`src/hdl/nearest_member_search_assert.svh`:
```
// assertion macros for the nearest member search block
`ifndef NEAREST_MEMBER_SEARCH_ASSERT_SVH
`define NEAREST_MEMBER_SEARCH_ASSERT_SVH

// same-cycle implication
`define NMS_ASSERT_IMP(label, clk, rst, ante, cons, msg) \
   label: assert property (@(posedge clk) disable iff (rst) (ante) |-> (cons)) \
      else $error(msg);

// next-cycle implication
`define NMS_ASSERT_NXT(label, clk, rst, ante, cons, msg) \
   label: assert property (@(posedge clk) disable iff (rst) (ante) |=> (cons)) \
      else $error(msg);

`endif

```
`src/hdl/nms_pkg.sv`:
```
// shared types and constants for the nearest member search block
`timescale 1ns / 1ps
`default_nettype none
package nms_pkg;

   localparam int MAX_MEMBERS   = 64;
   localparam int MAX_DIMS      = 16;
   localparam int COORD_BITS    = 16;

   localparam int MEMBER_IDX_W  = $clog2(MAX_MEMBERS);
   localparam int DIM_IDX_W     = $clog2(MAX_DIMS);
   localparam int MEM_ADDR_W    = MEMBER_IDX_W + DIM_IDX_W;
   localparam int MEM_DEPTH     = MAX_MEMBERS * MAX_DIMS;
   localparam int COUNT_W       = 7;
   localparam int DCOUNT_W      = 5;
   localparam int MODE_W        = 2;
   localparam int DIFF_W        = COORD_BITS + 1;
   localparam int SQ_W          = 2 * DIFF_W;
   localparam int DIST_W        = 37;
   localparam int DRAIN_W       = 2;
   localparam int CSR_ADDR_W    = 3;
   localparam int CSR_DATA_W    = 32;
   localparam int REQ_DATA_W    = 32;
   localparam int RSP_DATA_W    = 48;

   localparam logic [DRAIN_W-1:0] DRAIN_LAST = 2'd2;

   typedef enum logic [MODE_W-1:0] {
      MODE_LOAD_MEMBER = 2'd0,
      MODE_LOAD_QUERY  = 2'd1,
      MODE_SEARCH      = 2'd2,
      MODE_NONE        = 2'd3
   } mode_type;

   typedef enum logic {
      REG_MEMBER_COUNT    = 1'b0,
      REG_DIMENSION_COUNT = 1'b1
   } reg_index_type;

   // tag that travels with each member coordinate read
   typedef struct packed {
      logic                    valid;
      logic                    first_dim;
      logic                    last_dim;
      logic                    is_start;
      logic [MEMBER_IDX_W-1:0] slot;
   } beat_tag_type;

   typedef struct packed {
      logic         clear;
      beat_tag_type tag;
   } mac_ctrl_type;

endpackage
`default_nettype wire

```
`src/hdl/nms_mac.sv`:
```
// shared difference, square, accumulate and compare unit
`timescale 1ns / 1ps
`default_nettype none
module nms_mac (
   input  wire logic                               clock,
   input  wire logic                               reset,
   input  wire nms_pkg::mac_ctrl_type              ctrl,
   input  wire logic [nms_pkg::COORD_BITS-1:0]     mem_rdata,
   input  wire logic [nms_pkg::COORD_BITS-1:0]     qry_rdata,
   output logic      [nms_pkg::MEMBER_IDX_W-1:0]   best_slot,
   output logic      [nms_pkg::DIST_W-1:0]         best_distance
);
   import nms_pkg::*;

   beat_tag_type             tag0_ff, tag1_ff, tag2_ff;
   logic signed [DIFF_W-1:0] diff_ff, diff_in;
   logic signed [SQ_W-1:0]   prod;
   logic [SQ_W-1:0]          sq_ff;
   logic [DIST_W-1:0]        acc_ff, acc_in;
   logic [DIST_W-1:0]        best_dist_ff, best_dist_in;
   logic [MEMBER_IDX_W-1:0]  best_slot_ff, best_slot_in;
   logic                     have_best_ff, have_best_in;
   logic                     take;

   // stage 1: exact difference
   assign diff_in = $signed({qry_rdata[COORD_BITS-1], qry_rdata})
                  - $signed({mem_rdata[COORD_BITS-1], mem_rdata});
   // stage 2: square
   assign prod = diff_ff * diff_ff;

   // stage 3: accumulate and compare
   always_comb begin
      acc_in = (tag2_ff.first_dim ? '0 : acc_ff) + DIST_W'(sq_ff);
      take = tag2_ff.valid && tag2_ff.last_dim &&
             (!have_best_ff || (acc_in < best_dist_ff) ||
              ((acc_in == best_dist_ff) && tag2_ff.is_start));
      best_dist_in = take ? acc_in : best_dist_ff;
      best_slot_in = take ? tag2_ff.slot : best_slot_ff;
      have_best_in = ctrl.clear ? 1'b0 : (have_best_ff || take);
   end

   always_ff @(posedge clock) begin
      if (reset) begin
         tag0_ff      <= '0;
         tag1_ff      <= '0;
         tag2_ff      <= '0;
         have_best_ff <= 1'b0;
         best_dist_ff <= '0;
         best_slot_ff <= '0;
      end else begin
         tag0_ff      <= ctrl.tag;
         tag1_ff      <= tag0_ff;
         tag2_ff      <= tag1_ff;
         have_best_ff <= have_best_in;
         best_dist_ff <= best_dist_in;
         best_slot_ff <= best_slot_in;
      end
   end

   always_ff @(posedge clock) begin
      diff_ff <= diff_in;
      sq_ff   <= $unsigned(prod);
      if (tag2_ff.valid) begin
         acc_ff <= acc_in;
      end
   end

   assign best_slot     = best_slot_ff;
   assign best_distance = best_dist_ff;

endmodule
`default_nettype wire

```
`config.mk`:
```
export PLATFORM = sky130hd
export DESIGN_NAME = nms_mac
export DESIGN_NICKNAME = d
export VERILOG_FILES = /design/src/hdl/nearest_member_search_assert.svh /design/src/hdl/nms_pkg.sv /design/src/hdl/nms_mac.sv
export SDC_FILE = /design/constraint.sdc
export NUM_CORES = 1
export LEC_CHECK = 0
export BUFFER_PORTS_ARGS = -buffer_cell sky130_fd_sc_hd__buf_2
export CORE_MARGIN = 8
export CORE_UTILIZATION = 60
export DETAILED_ROUTE_END_ITERATION = 12
export GPL_TIMING_DRIVEN = 0
export PLACE_DENSITY_LB_ADDON = 0.25
export SLEW_MARGIN = 20
export SYNTH_ARGS = -nofsm -noshare
export SYNTH_HDL_FRONTEND = slang
export SYNTH_SLANG_ARGS = --single-unit
```
`constraint.sdc`:
```
create_clock -name clock -period 17.04 [get_ports clock]
set_input_delay 5.112 -clock clock [delete_from_list [all_inputs] [get_ports clock]]
set_output_delay 5.112 -clock clock [all_outputs]
set_load 0.005 [all_outputs]
```
==> run metrics <==
outcome finished clean; Initial Util 60.8%; Netlist cell types 78; synthesized net count between 2000 and 2500; initial antenna violation count 2; list of cells traversed by the critical path clkbuf_1 -> clkbuf_1 -> nand2_1 -> fa_1 -> fa_1 -> inv_1 -> fa_1 -> inv_1 -> fa_1 -> fa_1 -> fa_1 -> inv_1 -> ha_1 -> and3_1 -> nand3_1 -> a221oi_1 -> o21ai_1 -> a311oi_1 -> a2111oi_2 -> o21bai_1 -> a21oi_1 -> xnor2_1; Antenna Diode Count 0; top cell type's share of synthesized area a little under a third; clock-pin slew on the worst setup and hold paths ~0.080 ns; drt pass-1 iters 6; syn_area_per_cell ~9.5 um2; peak per-stage delay on the critical path 0.84 ns; maximum number of pins on one net before global-route repair 24; count of yosys warnings during synthesis 0; cells taking the most area after synthesis sky130_fd_sc_hd__fa_1, sky130_fd_sc_hd__dfxtp_1, sky130_fd_sc_hd__ha_1; crit path DAT just over 8 ns; share of final-layout standard cells stronger than drive strength 1 8.09%; required arrival time at the worst endpoint 17.37 ns; total routing usage reported by global routing 24.2%; max-cap violations 0; kind of end point of the critical path flip-flop; number of pins with negative max-slew slack in the final report 0; Worst Tran Pin Value 1.05 ns; number of flops mapped to enable cells by yosys 37; number of cell rows 63; number of nets with antenna violations after routing 0; Synth area leader sky130_fd_sc_hd__fa_1; worst-path maximum fanout 10; global-route wire length before repair 69.6 mm; Routed wire per std cell ~17 um; Detail Placement HPWL around 33 mm; number of H-tree branching levels 4; startpoint of the tightest hold check path tag1_ff[7]; Hold Fails Final Rpt 0; number of port buffers 87; Post-Synthesis Cell Area ~0.018 mm2; Cells after Synth about 1900; number of clock buffers inserted by TritonCTS 17; number of gates resized after cts 0; slew margin rel. 29.7%; share of synthesized flip-flops with an asynchronous set or reset 0%; Post-Route Setup TNS 0 ns; sink count of the clock tree between 150 and 200; clock tree from TritonCTS done; die width 189 um; Seq cells post-synth between 150 and 200; worst min-delay path class flip-flop to flip-flop; Root Buffer sky130_fd_sc_hd__clkbuf_16; DRC violation count after routing 0; final weighted congestion in routability-driven placement ~0.91; part of the cycle the worst path needs between 40% and 50%; Worst-Skew Late Latency ~0.44 ns; worst path buffer plus inverter count 5; hold buffer count at cts 0; Worst setup startpoint diff_ff[5]; number of nets in the layout 2494; vias after detailed routing between 10000 and 15000; synthesis-to-layout area growth 8.78%; count of pins on the block boundary between 80 and 90; GRT Residual Overflow 0; post-CTS setup buffers 0; Iteration-0 DRC Markers ~860; crit start category flip-flop; dominant delay contributor by cell family on the critical path adder cells; Floorplan Core Area 0.0296 mm2; critical-path cell with the highest stage delay sky130_fd_sc_hd__a311oi_1; clock tree skew after final layout 0.0197 ns; setup repair after global routing missed its margin no; critical path class flip-flop to flip-flop; overall die area roughly 0.036 mm2; count of cells along the worst register-to-register path 22; number of global-route vias before repair ~14000; Hold Path Stages 1; proportion of synthesized chip area in sequential cells about 20%; Total Routed Length 41.4 mm; peak clock frequency supported by timing roughly 130 MHz; final setup violation count 0; cell repeated most along the worst path sky130_fd_sc_hd__fa_1; vertical die dimension about 190 um; beginning of the worst register-to-register path diff_ff[5]; shortest period the worst path allows ~7.8 ns; path length in cells of the critical path 22; ys flop type sky130_fd_sc_hd__dfxtp_1; detailed-route vias per instance between 5 and 6; worst-case clock buffer depth 2
[cells in the mapped netlist, drive strengths merged (20+ instances only)]
master and instances:
dfxtp 124, ha 175, fa 271, and2 64, nor2b 75, inv 407, a21o 20, xnor2 73
nor2 108, edfxtp 37, o21ai 44, a21oi 108, nand2 119, nor3 20, clkbuf 36
[final timing paths]
path                end  slack, ns
min          tag2_ff[7]       0.43
max reg2reg   sq_ff[32]       9.28
min reg2reg  tag2_ff[7]       0.43
max           sq_ff[32]       9.28
[registers in the layout, summed over array words and instances (netlist names)]
register,flops
acc_ff,37
best_distance,37
sq_ff,33
diff_ff,17
tag0_ff,10
tag1_ff,10
tag2_ff,10
best_slot,6
have_best_ff,1
[layout make-up]
cell class / count / area, um2
Clock inverter: 15 / 199
Multi-Input combinational cell: 1281 / 12600
Clock buffer: 17 / 425
Buffer: 47 / 220
Timing Repair Buffer: 88 / 463
Fill cell: 2411 / 10000
Tap cell: 390 / 488
Inverter: 407 / 1530
Sequential cell: 161 / 3590
[cells in the final DEF (no fill, tap or decap), drive strengths merged, types with 11 or more instances in the layout]
cell    synthesis  final
and2           64     64
nor2          108    108
o21ai          44     44
nand2         119    119
a21o           20     20
edfxtp         37     37
nand4          11     11
a211oi         16     16
dfxtp         124    124
fa            271    271
xnor2          73     73
nor2b          75     75
clkbuf         36     53
inv           407    417
ha            175    175
nand3          17     17
buf            11     99
a21oi         108    108
o21bai         13     13
nor3           20     20
xor2           13     13
nand2b         17     17
[per-layer routing]
layer  vias to the layer above  GRT usage (%)  share of wire (%)
met3                        67           3.50                6.6
met2                       403           42.4                 49
met4                         0           6.79                2.4
met5                         -              0                  0
met1                      6547           30.7                 42
li1                       6202              -                  -
[cells by family (layout without fill, tap and decap cells)]
kind of cell,Yosys count,count (layout),synth area share [%]
AND/OR/NAND/NOR,469,469,13.1
buffers and inverters,454,574,9.73
adder cells (fa/ha/maj),446,446,42.4
AO/OA/AOI/OAI,273,273,10.1
flip-flops,161,161,20.0
XOR/XNOR,86,86,4.19
multiplexers,7,7,0.390
[stage by stage]
stage / hold WS, ns / area (um2) / utilization, % / instances / worst slack [ns]
2_1_floorplan: 0.412 / 18000 / - / 1896 / 9.47
3_3_place_gp: 0.416 / 18900 / 63.9 / 2373 / 8.97
3_5_place_dp: 0.424 / 18900 / 64.0 / 2374 / 8.85
4_1_cts: 0.435 / 19500 / 66.1 / 2406 / 9.28
5_1_grt: 0.444 / 19500 / 66.1 / 2406 / 8.85
6_report: 0.434 / 19500 / 66.1 / 2406 / 9.28
Power is not shown: default switching activity piles up to over one toggle a cycle in this logic, so the estimate is an artifact.
