==> src/hdl/nearest_member_search_assert.svh <==
// assertion macros for the nearest member search block
`ifndef NEAREST_MEMBER_SEARCH_ASSERT_SVH
`define NEAREST_MEMBER_SEARCH_ASSERT_SVH

// same-cycle implication
`define NMS_ASSERT_IMP(label, clk, rst, ante, cons, msg) \
   label: assert property (@(posedge clk) disable iff (rst) (ante) |-> (cons)) \
      else $error(msg);

// next-cycle implication
`define NMS_ASSERT_NXT(label, clk, rst, ante, cons, msg) \
   label: assert property (@(posedge clk) disable iff (rst) (ante) |=> (cons)) \
      else $error(msg);

`endif

==> src/hdl/nms_pkg.sv <==
// shared types and constants for the nearest member search block
`timescale 1ns / 1ps
`default_nettype none
package nms_pkg;

   localparam int MAX_MEMBERS   = 64;
   localparam int MAX_DIMS      = 16;
   localparam int COORD_BITS    = 16;

   localparam int MEMBER_IDX_W  = $clog2(MAX_MEMBERS);
   localparam int DIM_IDX_W     = $clog2(MAX_DIMS);
   localparam int MEM_ADDR_W    = MEMBER_IDX_W + DIM_IDX_W;
   localparam int MEM_DEPTH     = MAX_MEMBERS * MAX_DIMS;
   localparam int COUNT_W       = 7;
   localparam int DCOUNT_W      = 5;
   localparam int MODE_W        = 2;
   localparam int DIFF_W        = COORD_BITS + 1;
   localparam int SQ_W          = 2 * DIFF_W;
   localparam int DIST_W        = 37;
   localparam int DRAIN_W       = 2;
   localparam int CSR_ADDR_W    = 3;
   localparam int CSR_DATA_W    = 32;
   localparam int REQ_DATA_W    = 32;
   localparam int RSP_DATA_W    = 48;

   localparam logic [DRAIN_W-1:0] DRAIN_LAST = 2'd2;

   typedef enum logic [MODE_W-1:0] {
      MODE_LOAD_MEMBER = 2'd0,
      MODE_LOAD_QUERY  = 2'd1,
      MODE_SEARCH      = 2'd2,
      MODE_NONE        = 2'd3
   } mode_type;

   typedef enum logic {
      REG_MEMBER_COUNT    = 1'b0,
      REG_DIMENSION_COUNT = 1'b1
   } reg_index_type;

   // tag that travels with each member coordinate read
   typedef struct packed {
      logic                    valid;
      logic                    first_dim;
      logic                    last_dim;
      logic                    is_start;
      logic [MEMBER_IDX_W-1:0] slot;
   } beat_tag_type;

   typedef struct packed {
      logic         clear;
      beat_tag_type tag;
   } mac_ctrl_type;

endpackage
`default_nettype wire

==> src/hdl/nms_seq.sv <==
// search sequencer: walks members and coordinates through the shared unit
`timescale 1ns / 1ps
`default_nettype none
module nms_seq (
   input  wire logic                               clock,
   input  wire logic                               reset,
   input  wire logic                               start_search,
   input  wire logic [nms_pkg::COUNT_W-1:0]        member_count,
   input  wire logic [nms_pkg::DCOUNT_W-1:0]       dimension_count,
   input  wire logic [nms_pkg::MEMBER_IDX_W-1:0]   exclude_slot,
   input  wire logic                               rsp_free,
   output logic                                    idle,
   output logic                                    deliver,
   output logic      [nms_pkg::MEM_ADDR_W-1:0]     mem_raddr,
   output logic      [nms_pkg::DIM_IDX_W-1:0]      qry_raddr,
   output nms_pkg::mac_ctrl_type                   ctrl
);
   import nms_pkg::*;
   `include "nearest_member_search_assert.svh"

   typedef enum logic [3:0] {
      ST_IDLE  = 4'b0001,
      ST_SCAN  = 4'b0010,
      ST_DRAIN = 4'b0100,
      ST_DONE  = 4'b1000
   } state_type;

   state_type               state_ff, state_in;
   logic [COUNT_W-1:0]      n_ff, n_in, n_clamp;
   logic [DCOUNT_W-1:0]     dims_ff, dims_in, dims_clamp;
   logic [MEMBER_IDX_W-1:0] ex_ff, ex_in;
   logic [MEMBER_IDX_W-1:0] start_ff, start_in;
   logic [MEMBER_IDX_W-1:0] i_ff, i_in;
   logic [DIM_IDX_W-1:0]    d_ff, d_in;
   logic [DRAIN_W-1:0]      drain_ff, drain_in;
   logic [COUNT_W-1:0]      ex_wide;
   logic                    skip, last_dim, last_member;

   always_comb begin
      if (member_count < COUNT_W'(2)) begin
         n_clamp = COUNT_W'(2);
      end else if (member_count > COUNT_W'(MAX_MEMBERS)) begin
         n_clamp = COUNT_W'(MAX_MEMBERS);
      end else begin
         n_clamp = member_count;
      end
      if (dimension_count < DCOUNT_W'(1)) begin
         dims_clamp = DCOUNT_W'(1);
      end else if (dimension_count > DCOUNT_W'(MAX_DIMS)) begin
         dims_clamp = DCOUNT_W'(MAX_DIMS);
      end else begin
         dims_clamp = dimension_count;
      end
      ex_wide = COUNT_W'(exclude_slot);
      // tie winner: lower neighbor of the excluded member, upper for member 0, member 0 if out of range
      if (ex_wide == n_clamp - COUNT_W'(1)) begin
         start_in = MEMBER_IDX_W'(n_clamp - COUNT_W'(2));
      end else if (exclude_slot == '0) begin
         start_in = MEMBER_IDX_W'(1);
      end else if (ex_wide < n_clamp) begin
         start_in = exclude_slot - MEMBER_IDX_W'(1);
      end else begin
         start_in = '0;
      end
   end

   assign skip        = (i_ff == ex_ff);
   assign last_dim    = (DCOUNT_W'(d_ff) == dims_ff - DCOUNT_W'(1));
   assign last_member = (COUNT_W'(i_ff) == n_ff - COUNT_W'(1));

   always_comb begin
      state_in = state_ff;
      n_in     = n_ff;
      dims_in  = dims_ff;
      ex_in    = ex_ff;
      i_in     = i_ff;
      d_in     = d_ff;
      drain_in = drain_ff;
      deliver  = 1'b0;
      case (state_ff)
         ST_IDLE: begin
            if (start_search) begin
               n_in     = n_clamp;
               dims_in  = dims_clamp;
               ex_in    = exclude_slot;
               i_in     = '0;
               d_in     = '0;
               state_in = ST_SCAN;
            end
         end
         ST_SCAN: begin
            if (skip || last_dim) begin
               d_in = '0;
               if (last_member) begin
                  drain_in = '0;
                  state_in = ST_DRAIN;
               end else begin
                  i_in = i_ff + MEMBER_IDX_W'(1);
               end
            end else begin
               d_in = d_ff + DIM_IDX_W'(1);
            end
         end
         ST_DRAIN: begin
            drain_in = drain_ff + DRAIN_W'(1);
            if (drain_ff == DRAIN_LAST) begin
               state_in = ST_DONE;
            end
         end
         ST_DONE: begin
            if (rsp_free) begin
               deliver  = 1'b1;
               state_in = ST_IDLE;
            end
         end
         default: begin
            state_in = ST_IDLE;
         end
      endcase
   end

   always_ff @(posedge clock) begin
      if (reset) begin
         state_ff <= ST_IDLE;
         i_ff     <= '0;
         d_ff     <= '0;
         drain_ff <= '0;
      end else begin
         state_ff <= state_in;
         i_ff     <= i_in;
         d_ff     <= d_in;
         drain_ff <= drain_in;
      end
   end

   always_ff @(posedge clock) begin
      n_ff    <= n_in;
      dims_ff <= dims_in;
      ex_ff   <= ex_in;
      if ((state_ff == ST_IDLE) && start_search) begin
         start_ff <= start_in;
      end
   end

   always_comb begin
      ctrl.clear         = (state_ff == ST_IDLE) && start_search;
      ctrl.tag.valid     = (state_ff == ST_SCAN) && !skip;
      ctrl.tag.first_dim = (d_ff == '0);
      ctrl.tag.last_dim  = last_dim;
      ctrl.tag.is_start  = (i_ff == start_ff);
      ctrl.tag.slot      = i_ff;
   end

   assign mem_raddr = {i_ff, d_ff};
   assign qry_raddr = d_ff;
   assign idle      = (state_ff == ST_IDLE);

   `NMS_ASSERT_NXT(a_search_starts_scan, clock, reset,
      (state_ff == ST_IDLE) && start_search, state_ff == ST_SCAN,
      "search did not enter scan")
   `NMS_ASSERT_IMP(a_excluded_never_read, clock, reset,
      ctrl.tag.valid, ctrl.tag.slot != ex_ff, "excluded member was read")
   `NMS_ASSERT_IMP(a_member_in_range, clock, reset,
      state_ff == ST_SCAN, COUNT_W'(i_ff) < n_ff, "member index past count")
   `NMS_ASSERT_IMP(a_dim_in_range, clock, reset,
      state_ff == ST_SCAN, DCOUNT_W'(d_ff) < dims_ff, "coordinate index past count")

endmodule
`default_nettype wire
==> config.mk <==
export PLATFORM = sky130hd
export DESIGN_NAME = nms_seq
export DESIGN_NICKNAME = d
export VERILOG_FILES = /design/src/hdl/nms_pkg.sv /design/src/hdl/nms_seq.sv
export VERILOG_INCLUDE_DIRS = /design/src /design/src/hdl
export SDC_FILE = /design/constraint.sdc
export NUM_CORES = 1
export LEC_CHECK = 0
export ABC_AREA = 1
export BUFFER_PORTS_ARGS = -buffer_cell sky130_fd_sc_hd__buf_4
export CORE_MARGIN = 1
export CORE_UTILIZATION = 50
export CTS_CLUSTER_SIZE = 20
export DETAILED_ROUTE_END_ITERATION = 10
export GPL_TIMING_DRIVEN = 0
export HOLD_SLACK_MARGIN = 0.03
export PLACE_DENSITY = 0.72
export SYNTH_ARGS = -nofsm -noshare
export SYNTH_HDL_FRONTEND = slang
export SYNTH_SLANG_ARGS = --single-unit
==> constraint.sdc <==
create_clock -name clock -period 2.4 [get_ports clock]
set_input_delay 0.24 -clock clock [delete_from_list [all_inputs] [get_ports clock]]
set_output_delay 0.24 -clock clock [all_outputs]
set_load 0.005 [all_outputs]
==> out/results.ini <==
[detailed_routing]
wirelength_um=6100
num_vias=2765
wl_per_cell_um=10.7
wl_met1_um=2820
drtIter0Drc=79
met2_length_um=2980
routed_via_density=4.86
routed-wl-met3_um=215
drcViolationCount=0
highest_layer=met4
first_pass_iters=4
ant_nets=0

[floorplan]
die_area_um2=6550
start_util_pct=52.3
chipHeight_um=80.9
chipWidth_um=80.9
io_pins=49
rows=28
core_area_um2=5960

[global_route]
overflow=0
grt_use_total_pct=20.1
antenna_found_initial=0
grt_pass1_vias=2412
grt_pass1_wl_um=10300
grt_max_degree=26

[final_layout]
drive_gt1_share_pct=21.7
fin_nets=531
diodes=0
syn_to_final_growth_pct=17.2
fill_cells=567

[sta]
period_share_pct=89.5
tns_ns=0
tightest_slew_ns=0.512
fmax_mhz=465
period_needed_ns=2.15
relSlewSlack_pct=65.9
setup_violations=0
skew_ns=0.0107
drv_slew=0
finalHoldViolCount=0
rsz0062_at_grt=false

[power_and_ir_drop]
pwr-share-comb_pct=44.2
power.internal_mw=1.60
power_mw=2.67
power_switching_mw=1.06
switching_share_pct=39.9
pwr-share-seq_pct=39.7
power.density_nw_per_um2=731
p_leak_nw=1.86
p_clk_share_pct=16.1
peakVddDrop_v=0.000496

[min_path]
hold_path.class=in2reg

[clocking]
cts-root-buf=clkbuf_8
hold_buffers=0
clk_latency_ns=0.29
clk_pin_slew_ns=0.08
cts.path.max_buffers=2
clock-sinks=40
cts.htree.levels=2
cts_buffers=5
cts_tree=yes

[synthesis]
ys_ff_latch=40
syn_area_um2=3110
ys_types=41
synth_nets=477
syn_inst=439
syn_area_per_cell_um2=7.09
seq_area_frac_synth_pct=33.4
yosysWarnings=0

[critical_path]
path_class=reg2out
critPathRequiredTime_ns=2.16
crit_fanout=25
end_kind=primary output
cp-start-kind=register
worstPathArrival_ns=1.91

[status]
outcome=completed

[job]
max_cap_violations=0

[place]
dpl.hpwl_um=5000
globalplace.congestion=0.821
io_buffers=47

area by class of cell:
| type | instances | area (um2) | share of cell area (%) |
|---|---|---|---|
| Multi-Input combinational cell | 313 | 1700 | 46.5 |
| Clock buffer | 7 | 76.3 | 2.09 |
| Tap cell | 75 | 93.8 | 2.57 |
| Inverter | 69 | 268 | 7.34 |
| Buffer | 17 | 114 | 3.12 |
| Timing Repair Buffer | 47 | 353 | 9.67 |
| Clock inverter | 1 | 8.76 | 0.240 |
| Sequential cell | 40 | 1040 | 28.5 |
power groups by stage:
stage	logic [mW]	registers [mW]	clock network, mW
6_report	1.18	1.06	0.429
5_1_grt	1.37	1.08	0.473
4_1_cts	1.18	1.06	0.445
3_5_place_dp	1.17	1.08	0
3_3_place_gp	1.14	1.08	0
2_1_floorplan	0.885	1.04	0
critical path, cell delays in order (launching register included):
cell        delay (ns)
dfxtp_1           0.34
or2_4             0.27
nor3_2            0.21
nand2_1           0.20
clkinvlp_4        0.41
buf_4             0.19
cell usage in the layout (no fill, tap or decap), types with 2 or more instances in the layout:
| cell | n |
|---|---|
| nand2_1 | 129 |
| buf_4 | 58 |
| inv_1 | 53 |
| nor2_1 | 40 |
| nand3_1 | 34 |
| edfxtp_1 | 24 |
| xor2_1 | 16 |
| ha_1 | 16 |
| dfxtp_1 | 16 |
| a21oi_1 | 15 |
| inv_2 | 12 |
| nand2_2 | 10 |
| nor3_1 | 8 |
| nand4_1 | 5 |
| clkbuf_8 | 5 |
| o21ai_0 | 4 |
| xnor2_1 | 4 |
| nand2_4 | 3 |
| nand3b_1 | 3 |
| o22ai_1 | 3 |
| buf_2 | 3 |
| or2_2 | 3 |
| clkbuf_1 | 3 |
| inv_4 | 2 |
| o211ai_1 | 2 |
| a211oi_1 | 2 |
| nor2_4 | 2 |
| o2111ai_1 | 2 |
| nor4_1 | 2 |
what timing repair did:
item                                    CTS  global route
endpoints found under the setup margin    1             0
buffers inserted                          0             0
gates resized for setup                   1             0
routing by layer:
metal	global-route usage [%]	vias to the layer above
li1	-	1503
met3	3.15	7
met5	0	-
met2	34.9	53
met4	7.50	0
met1	25.1	1202
stage by stage:
step / utilization, % / setup slack, ns / std cells / hold WS, ns / instance area [um2]
after CTS: 61.3 / 0.228 / 569 / 0.152 / 3650
after detailed placement: 59.8 / 0.0437 / 561 / 0.450 / 3560
final: 61.3 / 0.251 / 569 / 0.167 / 3650
after global routing: 61.3 / 0.0549 / 569 / 0.154 / 3650
after floorplan: - / 0.436 / 439 / 0.339 / 3110
after global placement: 59.8 / 0.0667 / 561 / 0.451 / 3560
flip-flops by register name, summed over array words and instances, names as in the netlist:
register   flops
ex_ff          6
drain_ff       2
qry_raddr      4
state_ff       4
start_ff       6
dims_ff        5
n_ff           7
i_ff           6
cell usage after synthesis (all sizes together):
library cell | number | area [um2]
inv | 68 | 260
xor2 | 16 | 140
nand2 | 142 | 581
a21oi | 15 | 75.1
o2111ai | 2 | 17.5
edfxtp | 24 | 721
dfxtp | 16 | 320
nor3b | 1 | 7.51
ha | 16 | 200
nand3 | 35 | 180
xnor2 | 4 | 35.0
nand3b | 3 | 22.5
clkbuf | 1 | 3.75
a211oi | 2 | 15.0
o21ai | 5 | 25.0
nor4 | 2 | 12.5
clkinv | 1 | 3.75
nand4 | 5 | 31.3
o21bai | 1 | 7.51
nor3 | 10 | 66.3
dlygate4sd1 | 1 | 8.76
or2 | 4 | 27.5
buf | 15 | 101
o22ai | 3 | 18.8
a21boi | 1 | 18.8
nor2 | 44 | 199
o211ai | 2 | 15.0
path summary, 6_finish.rpt:
kind / to / slack [ns] / cells past startpoint / from
worst max-delay path: ctrl[10] / 0.25 / 5 / state_ff[3]
worst min-delay path: ex_ff[3] / 0.17 / 1 / exclude_slot[3]
worst max register to register: i_ff[0] / 0.35 / 14 / n_ff[0]
worst min register to register: drain_ff[0] / 0.47 / 2 / drain_ff[0]
cells by family after synthesis:
| logic type | share of synthesized area, % |
|---|---|
| and+or+nand+nor | 36.2 |
| buffers and inverters | 12.1 |
| DFF | 33.4 |
| AOI/OAI and AO/OA | 6.19 |
| xor gates and xnor gates | 5.62 |
| adders and majority gates | 6.43 |
Note: power is estimated with default switching activity, not from simulation.
